--- src/hdl/depth_pixel_to_point_unit_macros.svh ---
// assertion macros for the depth pixel to point unit
// expects clk_i and rst_ni in the scope of each use
`ifndef DEPTH_PIXEL_TO_POINT_UNIT_MACROS_SVH
`define DEPTH_PIXEL_TO_POINT_UNIT_MACROS_SVH

// same-cycle implication
`define DPP_ASSERT_NOW(label, ante, cons, msg) \
  label: assert property (@(posedge clk_i) disable iff (!rst_ni) (ante) |-> (cons)) \
    else $error(msg);

// next-cycle implication
`define DPP_ASSERT_NEXT(label, ante, cons, msg) \
  label: assert property (@(posedge clk_i) disable iff (!rst_ni) (ante) |=> (cons)) \
    else $error(msg);

`endif

--- src/hdl/dpp_pkg.sv ---
// shared types and constants for the depth pixel to point unit
// no dependencies
`timescale 1ns / 1ps
`default_nettype none

package dpp_pkg;

  // per-stage advance enables, shared by the top level and the axis datapath
  typedef struct packed {
    logic s1;
    logic s2;
    logic s3;
    logic s4;
  } stage_en_t;

  localparam int unsigned IndexW = 10;
  localparam int unsigned CentreW = 14;
  localparam int unsigned InvW = 24;
  localparam int unsigned ZW = 23;
  localparam int unsigned CoordW = 32;
  localparam int unsigned CfgIdxW = 4;
  localparam int unsigned CfgDataW = 24;

  // register indexes
  localparam logic [CfgIdxW-1:0] CFG_INV_FOCAL_X = 4'd0;
  localparam logic [CfgIdxW-1:0] CFG_INV_FOCAL_Y = 4'd1;
  localparam logic [CfgIdxW-1:0] CFG_CENTRE_X = 4'd2;
  localparam logic [CfgIdxW-1:0] CFG_CENTRE_Y = 4'd3;

  // floor(m / 125) = (m * RECIP_125) >> RECIP_SHIFT, exact for m < 2^29
  localparam logic [29:0] RECIP_125 = 30'd549755814;
  localparam int unsigned RECIP_SHIFT = 36;
  // rounding term for depth * 65536 / 1000 after the divide by 8
  localparam logic [28:0] Z_ROUND = 29'd62;

  localparam logic [7:0] FULL_ALPHA = 8'hFF;

endpackage

`default_nettype wire

--- src/hdl/dpp_axis.sv ---
// one projection axis: (index*16 - centre) * inv_focal * z, rounded and saturated
// four register stages driven by stage enables from dpp_pkg::stage_en_t
`timescale 1ns / 1ps
`default_nettype none

module dpp_axis (
  input  wire                          clk_i,
  input  dpp_pkg::stage_en_t           en_i,
  input  wire  [dpp_pkg::IndexW-1:0]   index_i,
  input  wire  [dpp_pkg::CentreW-1:0]  centre_i,
  input  wire  [dpp_pkg::InvW-1:0]     inv_focal_i,
  input  wire  [dpp_pkg::ZW-1:0]       z_i,
  output logic [dpp_pkg::CoordW-1:0]   coord_o
);
  import dpp_pkg::*;

  logic [CentreW-1:0] pos;
  logic               neg;
  logic [CentreW-1:0] mag;

  logic [37:0] prod_q;
  logic        neg1_q;
  logic [41:0] part_lo_q, part_hi_q;
  logic        neg2_q;
  logic [61:0] sum;
  logic [33:0] res_q;
  logic        neg3_q;
  logic [CoordW-1:0] coord_d, coord_q;

  // stage 1: signed offset magnitude times inverse focal length
  always_comb begin
    pos = {index_i, 4'b0000};
    neg = pos < centre_i;
    mag = neg ? (centre_i - pos) : (pos - centre_i);
  end

  always_ff @(posedge clk_i) begin
    if (en_i.s1) begin
      prod_q <= 38'(mag) * 38'(inv_focal_i);
      neg1_q <= neg;
    end
  end

  // stage 2: two partial products against z
  always_ff @(posedge clk_i) begin
    if (en_i.s2) begin
      part_lo_q <= 42'(prod_q[18:0]) * 42'(z_i);
      part_hi_q <= 42'(prod_q[37:19]) * 42'(z_i);
      neg2_q    <= neg1_q;
    end
  end

  // stage 3: combine, round half away from zero on the magnitude
  assign sum = (62'(part_hi_q) << 19) + 62'(part_lo_q) + (62'(1) << 27);

  always_ff @(posedge clk_i) begin
    if (en_i.s3) begin
      res_q  <= sum[61:28];
      neg3_q <= neg2_q;
    end
  end

  // stage 4: saturate and apply sign
  always_comb begin
    if (!neg3_q) begin
      coord_d = (res_q > 34'h07FFFFFFF) ? 32'h7FFFFFFF : res_q[31:0];
    end else begin
      coord_d = (res_q >= 34'h080000000) ? 32'h80000000 : (32'd0 - res_q[31:0]);
    end
  end

  always_ff @(posedge clk_i) begin
    if (en_i.s4) begin
      coord_q <= coord_d;
    end
  end

  assign coord_o = coord_q;

endmodule

`default_nettype wire

--- config.mk ---
export PLATFORM = sky130hd
export DESIGN_NAME = dpp_axis
export DESIGN_NICKNAME = d
export VERILOG_FILES = /design/src/hdl/depth_pixel_to_point_unit_macros.svh /design/src/hdl/dpp_pkg.sv /design/src/hdl/dpp_axis.sv
export SDC_FILE = /design/constraint.sdc
export NUM_CORES = 2
export LEC_CHECK = 0
export ABC_AREA = 0
export CAP_MARGIN = 20
export CORE_UTILIZATION = 60
export CTS_CLUSTER_SIZE = 12
export DETAILED_ROUTE_END_ITERATION = 10
export DONT_BUFFER_PORTS = 1
export GPL_TIMING_DRIVEN = 0
export PLACE_DENSITY = 0.76
export SLEW_MARGIN = 20
export SYNTH_ARGS = -nofsm -noshare
export SYNTH_HDL_FRONTEND = slang
export SYNTH_SLANG_ARGS = --single-unit
--- constraint.sdc ---
create_clock -name clk_i -period 17.98 [get_ports clk_i]
set_input_delay 0 -clock clk_i [delete_from_list [all_inputs] [get_ports clk_i]]
set_output_delay 0 -clock clk_i [all_outputs]
set_load 0.02 [all_outputs]
* Word-level counts from Yosys, hierarchy flattened
Cells that the tools add are included.
** Word-level totals
- Register bits after elaboration :: 191
- Input bits :: 76
- Output and inout port bits :: 32
** Operators by class
- Add/sub/neg operators :: 5
- $mul :: 3
- Magnitude comparators :: 3
- Muxes and demuxes :: 4
** Operators by type and width (count)
- $mux W32 :: 3
- $mul A19 B23 Y42 :: 2
- $add A61 B42 Y62 :: 1
- $add A62 B28 Y62 const B :: 1
- $mul A14 B24 Y38 :: 1
- $ge A34 B32 Y1 const B :: 1
- $gt A34 B31 Y1 const B :: 1
- $sub A1 B32 Y32 const A :: 1
- $sub A14 B14 Y14 :: 2
- $lt A14 B14 Y1 :: 1
- $mux W14 :: 1

* Depth between registers and ports, before layout
- Word-level depth :: 3
- Mapped depth :: 35
- Mapped depth without buffers :: 34

* Least setup slack after synthesis
OpenSTA, ideal clock, no wires.
- Path type :: input-to-reg
- Start :: in index_i[1] (netlist name)
- End :: reg prod_q[32] (data pin)
- Library setup time :: 268 ps
- Arrival :: 7349 ps
- Data required time :: 17712 ps
- Setup slack :: 10363 ps
- Stages on the path :: 30
- Buffers on the path :: 2
- Path through :: inv_1 ha_1 a21o_1 a31o_2 a21o_2 a2111oi_2 o311ai_4 a311oi_1 o21ai_1 xor2_2 buf_6 and2_4 fa_1 inv_1 fa_1 fa_1 fa_1 inv_1 fa_1 inv_1 fa_1 inv_1 ha_1 clkbuf_1 and3_1 nand2_1 a2111oi_0 nor3_1 o21ai_0 xor2_1
** Between the ends
- Word-level cells in the longest chain between the ends :: 3
- Elaborated cells on any way between the ends :: 5
** RTL lines
- from (decl) :: RTL line dpp_axis.sv:9 : input wire [dpp_pkg::IndexW-1:0] index_i,
- $sub A14 B14 Y14 / $lt A14 B14 Y1 (equally long branches) :: RTL line dpp_axis.sv:34, dpp_axis.sv:33
- $mux W14 * :: RTL line dpp_axis.sv:34 : mag = neg ? (centre_i - pos) : (pos - centre_i);
- $mul A14 B24 Y38 * :: RTL line dpp_axis.sv:39 : prod_q <= 38'(mag) * 38'(inv_focal_i);
- to (signal assigned) :: RTL line dpp_axis.sv:39
- to (decl) :: RTL line dpp_axis.sv:21 : logic [37:0] prod_q;
Mark *: on every way between the ends. The rest lies on a longest branch, timed or not.
A chain may end at the register's enable or synchronous reset.

* Worst setup path after layout
- Start :: in index_i[1] (netlist name)
- End :: reg prod_q[32] (data pin)
** Between the ends
- Word-level cells in the longest chain between the ends :: 3
- Elaborated cells on any way between the ends :: 5
** RTL lines
- $lt A14 B14 Y1 :: RTL line dpp_axis.sv:33 : neg = pos < centre_i;
- net neg :: RTL line dpp_axis.sv:18 : logic neg;
- $mux W14 :: RTL line dpp_axis.sv:34
- $mul A14 B24 Y38 :: RTL line dpp_axis.sv:39
The timed path passes the listed nets, and every way through them passes these cells.

==> results <==
- The run finished with clean final reports.
- TritonCTS built the clock tree.
- The simple logic cell fraction of the synthesized area is 15.8%.
- The highest clock rate is 115 MHz.
- The count of placed standard cells including taps is 6078.
- Cells with a size suffix above 1 make up 1.51% of the layout.
- The worst hold path terminates at prod_q[0].
- After detailed routing, the number of remaining DRC violations is 0.
- The main combinational cell family by area after synthesis is adder cells.
- The primary flip-flop cell chosen by synthesis mapping is edfxtp_1.
- The non-filler instance count after layout is 6125.
- The number of enable-type register cells in the synthesized netlist is 172.
- The cell area after synthesis is 0.0465 sq mm.
- The total routed wirelength is 133 mm.
- The H-tree was split into 4 levels.
- The area growth from synthesis to layout is 4.46%.
- Of all nets on the critical path, the largest fanout is 10.
- The clock passes through at most 2 buffers.
- The kind of critical path is in -> reg.
- The clock latency of the later-clocked register in the worst-skew pair is 0.50 ns.
- The final cell area excluding filler cells is 0.0485 sq mm.
- The number of DRC markers in iteration 0 is 3007.
- The initial utilization of the core area, before any placement, comes to 60.9%.
- Headroom to the max-slew limit came out at 16.2%.
- In this run the critical register-to-register path is launched from prod_q[7].
- The core area is 0.0763 sq mm.
- The layout net count is 6544.
- The total number of vias is 35488.
- The share of the yosys chip area belonging to registers is 11.1%.
- After detailed routing, the average wire length per cell comes to 21.7 um.
- The setup slack on the worst flop-to-flop path is 9.64 ns.
- The total area of sequential cells is 0.00516 sq mm.
- Setup repair after global routing left no endpoint under its margin.
- The die area is 0.0786 sq mm.
- The kind of path behind the tightest hold check is in -> reg.
- The worst-case reg-to-reg path depth is 21.
- The first-pass detailed-route iteration total is 6.
- The fraction of synthesis flops using an asynchronous set or reset pin is 0%.
- Setup violations remaining at the end of the flow were counted as 0.
- The total half-perimeter wirelength after legalization and detailed placement is 112 mm.
- The routed design could run at a clock period as short as 8.71 ns.
- The data required time of the critical path is 18.21 ns.
- The number of hold violations in the final report is 0.
- The clock drives 172 sinks.
- The synthesized instance count is 5048.
- Summing the areas of all compound-gate instances in the mapped netlist gives 6.31% of the synthesized area.
- A synthesized cell averages 9.20 sq um.
- The tree is rooted in a clkbuf_16.
- The global-route congestion overflow total is 0.
- In this run, post-CTS repair resized a total of 0 instances.
- The final RePlAce weighted congestion is 1.06.
- During placement, the flow inserted port buffers numbering 0.
- The capture instance of the worst register-to-register path is part_lo_q[41].
- The parity-gate share of the synthesized area counting xor and xnor cells is 2.63%.
- The final cycle utilization of the critical path is 48.4%.
- The number of global-route vias before repair is 36904.
- The area share of fa/ha/maj cells after synthesis is 53.2%.
- After clock tree synthesis, the clock-pin slew on the worst setup and hold paths is 0.08 ns.
- The initial antenna violation count came to 10.
- The data arrival time at the worst-slack endpoint is 8.94 ns.
- The worst-margin pin slew is 1.26 ns.
- The count of pins on the block boundary is 108.
- STA classifies the critical path startpoint as an input pin.
- The die is 280 um wide.
- The area of the multi-input gates is 0.0362 sq mm.
- The clock arrives with 0.0169 ns of skew.
- In the layout the commonest cells are 1090 x inv_1, 973 x fa_1, 896 x nand2_1.
- The tool flagged a number of max-cap violations equal to 0.
- The hold path startpoint is centre_i[0].
- In the final timing run, aggregate negative setup slack is 0 ns.
- The final cell utilization of the core is 63.6%.
- The most common cell after layout, fill and taps aside is inv_1.
- The count of final max-slew check failures is 0.
- The net count of the mapped netlist is 6514.
- The largest net degree at the start of global routing is 67.
- In this run the cell area measured after placement is 0.0478 sq mm.
- During synthesis, Yosys emitted a total of 0 warnings.
- After detailed routing, the number of vias per cell comes to 5.79.
- The remaining antenna violation count after routing is 0.
- The first global-routing pass estimated 207 mm of wire.
- The post-synthesis cell type count is 79.
- In this run, CTS created clock tree buffers numbering 17.
- The combined global-route utilization of all metal layers is 35.4%.
- The worst hold path passes through 2 cells.
- The number of synthesized register bits is 172.
- The endpoint type of the worst setup path is a flip-flop.
- The fill cell total of the finished layout is 6382.
- The fraction of synthesized area in multiplexers is 0.0673%.
- The row count is 101.
- The overall die height is 280 um.
-- state kept, by name (all words and copies together), names as in the netlist --
name and flops:
part_hi_q 42, prod_q 38, res_q 34, coord_o 32
part_lo_q 23, neg1_q 1, neg2_q 1, neg3_q 1
-- kinds of logic after synthesis --
kind of cell | count (synthesis)
buffers and inverters | 1342
and+or+nand+nor | 1558
muxes | 3
AOI/OAI and AO/OA | 445
adders and majority gates | 1390
DFF | 172
xor gates and xnor gates | 138
-- cells in the mapped netlist, types with 3 or more instances --
cell type	number	area (sq um)
a21o_1	65	488
o31ai_1	7	52.6
o41ai_1	5	43.8
nand2_1	896	3360
a31oi_1	13	81.3
and2_1	377	2360
clkbuf_1	242	908
a21oi_1	125	626
a221oi_1	4	35.0
nand3_1	32	160
or3_1	13	81.3
a211oi_1	15	113
buf_1	5	18.8
ha_1	417	5220
xor2_1	50	438
a21boi_0	6	45.0
o21a_1	15	113
nor3_1	18	90.1
a41oi_1	3	26.3
nand4_1	21	131
nor4_1	3	18.8
o21bai_1	21	158
and4_1	11	96.3
o21ai_1	4	20.0
nand2b_1	14	87.6
edfxtp_1	172	5160
buf_2	3	15.0
nor2b_1	41	257
o211ai_1	16	120
o21ai_0	83	415
fa_1	973	19500
and3_1	17	106
o311ai_0	17	149
and2_4	11	96.3
a2111oi_0	5	43.8
xnor2_1	86	753
o22ai_1	4	25.0
or2_2	6	37.5
inv_1	1090	4090
a221o_1	11	110
nor2_1	82	308
-- worst max path at each step --
stage                from  slack [ns]  depth (start not counted)          to
2_1_floorplan  index_i[1]       10.36                         30  prod_q[32]
3_3_place_gp   index_i[1]        8.88                         28  prod_q[32]
3_5_place_dp   index_i[1]        8.87                         28  prod_q[32]
4_1_cts        index_i[1]        9.37                         28  prod_q[32]
5_1_grt        index_i[1]        8.74                         31  prod_q[33]
6_report       index_i[1]        9.27                         28  prod_q[32]
-- layer usage --
metal  GRT usage [%]  wire [um]  up-vias
met5               0         58        -
met4            21.9       9720        8
met3            8.44      13800      498
met2            56.8      61500     1916
met1            43.2      48100    17703
li1                -          -    15363
-- metrics by stage --
stage | hold slack [ns] | worst slack (ns)
6_report | 0.0617 | 9.27
5_1_grt | 0.0810 | 8.74
4_1_cts | 0.0452 | 9.37
3_5_place_dp | 0.114 | 8.87
3_3_place_gp | 0.114 | 8.88
2_1_floorplan | 0.112 | 10.36
-- repair_timing --
action | CTS | global route
hold endpoints to repair | 174 | 0
buffers inserted | 0 | 0
hold buffers | 11 | 0
-- critical path, cell delays in order --
cell,delay (ns)
inv_1,0.05
ha_1,0.34
a21o_1,0.20
a31o_2,0.25
a21oi_2,0.34
nand2_2,0.24
inv_1,0.18
a21oi_1,0.07
xnor2_1,0.74
clkbuf_1,0.49
nand2_1,0.16
fa_1,0.55
inv_1,0.05
fa_1,0.49
fa_1,0.53
inv_1,0.06
fa_1,0.48
inv_1,0.06
fa_1,0.50
fa_1,0.48
ha_1,0.37
and3_1,0.24
a311o_1,0.29
a221oi_2,0.13
a2111oi_0,1.07
nor3_1,0.22
o21ai_0,0.26
xor2_1,0.09
-- area by class of cell --
cell class              instances  share of cell area, %
well taps                    1030                   2.66
plain buffers                 252                   1.99
clock buffers                  17                  0.877
multi-input cells            3534                   74.7
flip-flops and latches        172                   10.6
inverters                    1090                   8.43
clock inverters                15                  0.392
repair buffers                 11                  0.325
diodes                          4                 0.0206
Power is not shown: default switching activity piles up to over one toggle a cycle in this logic, so the estimate is an artifact.
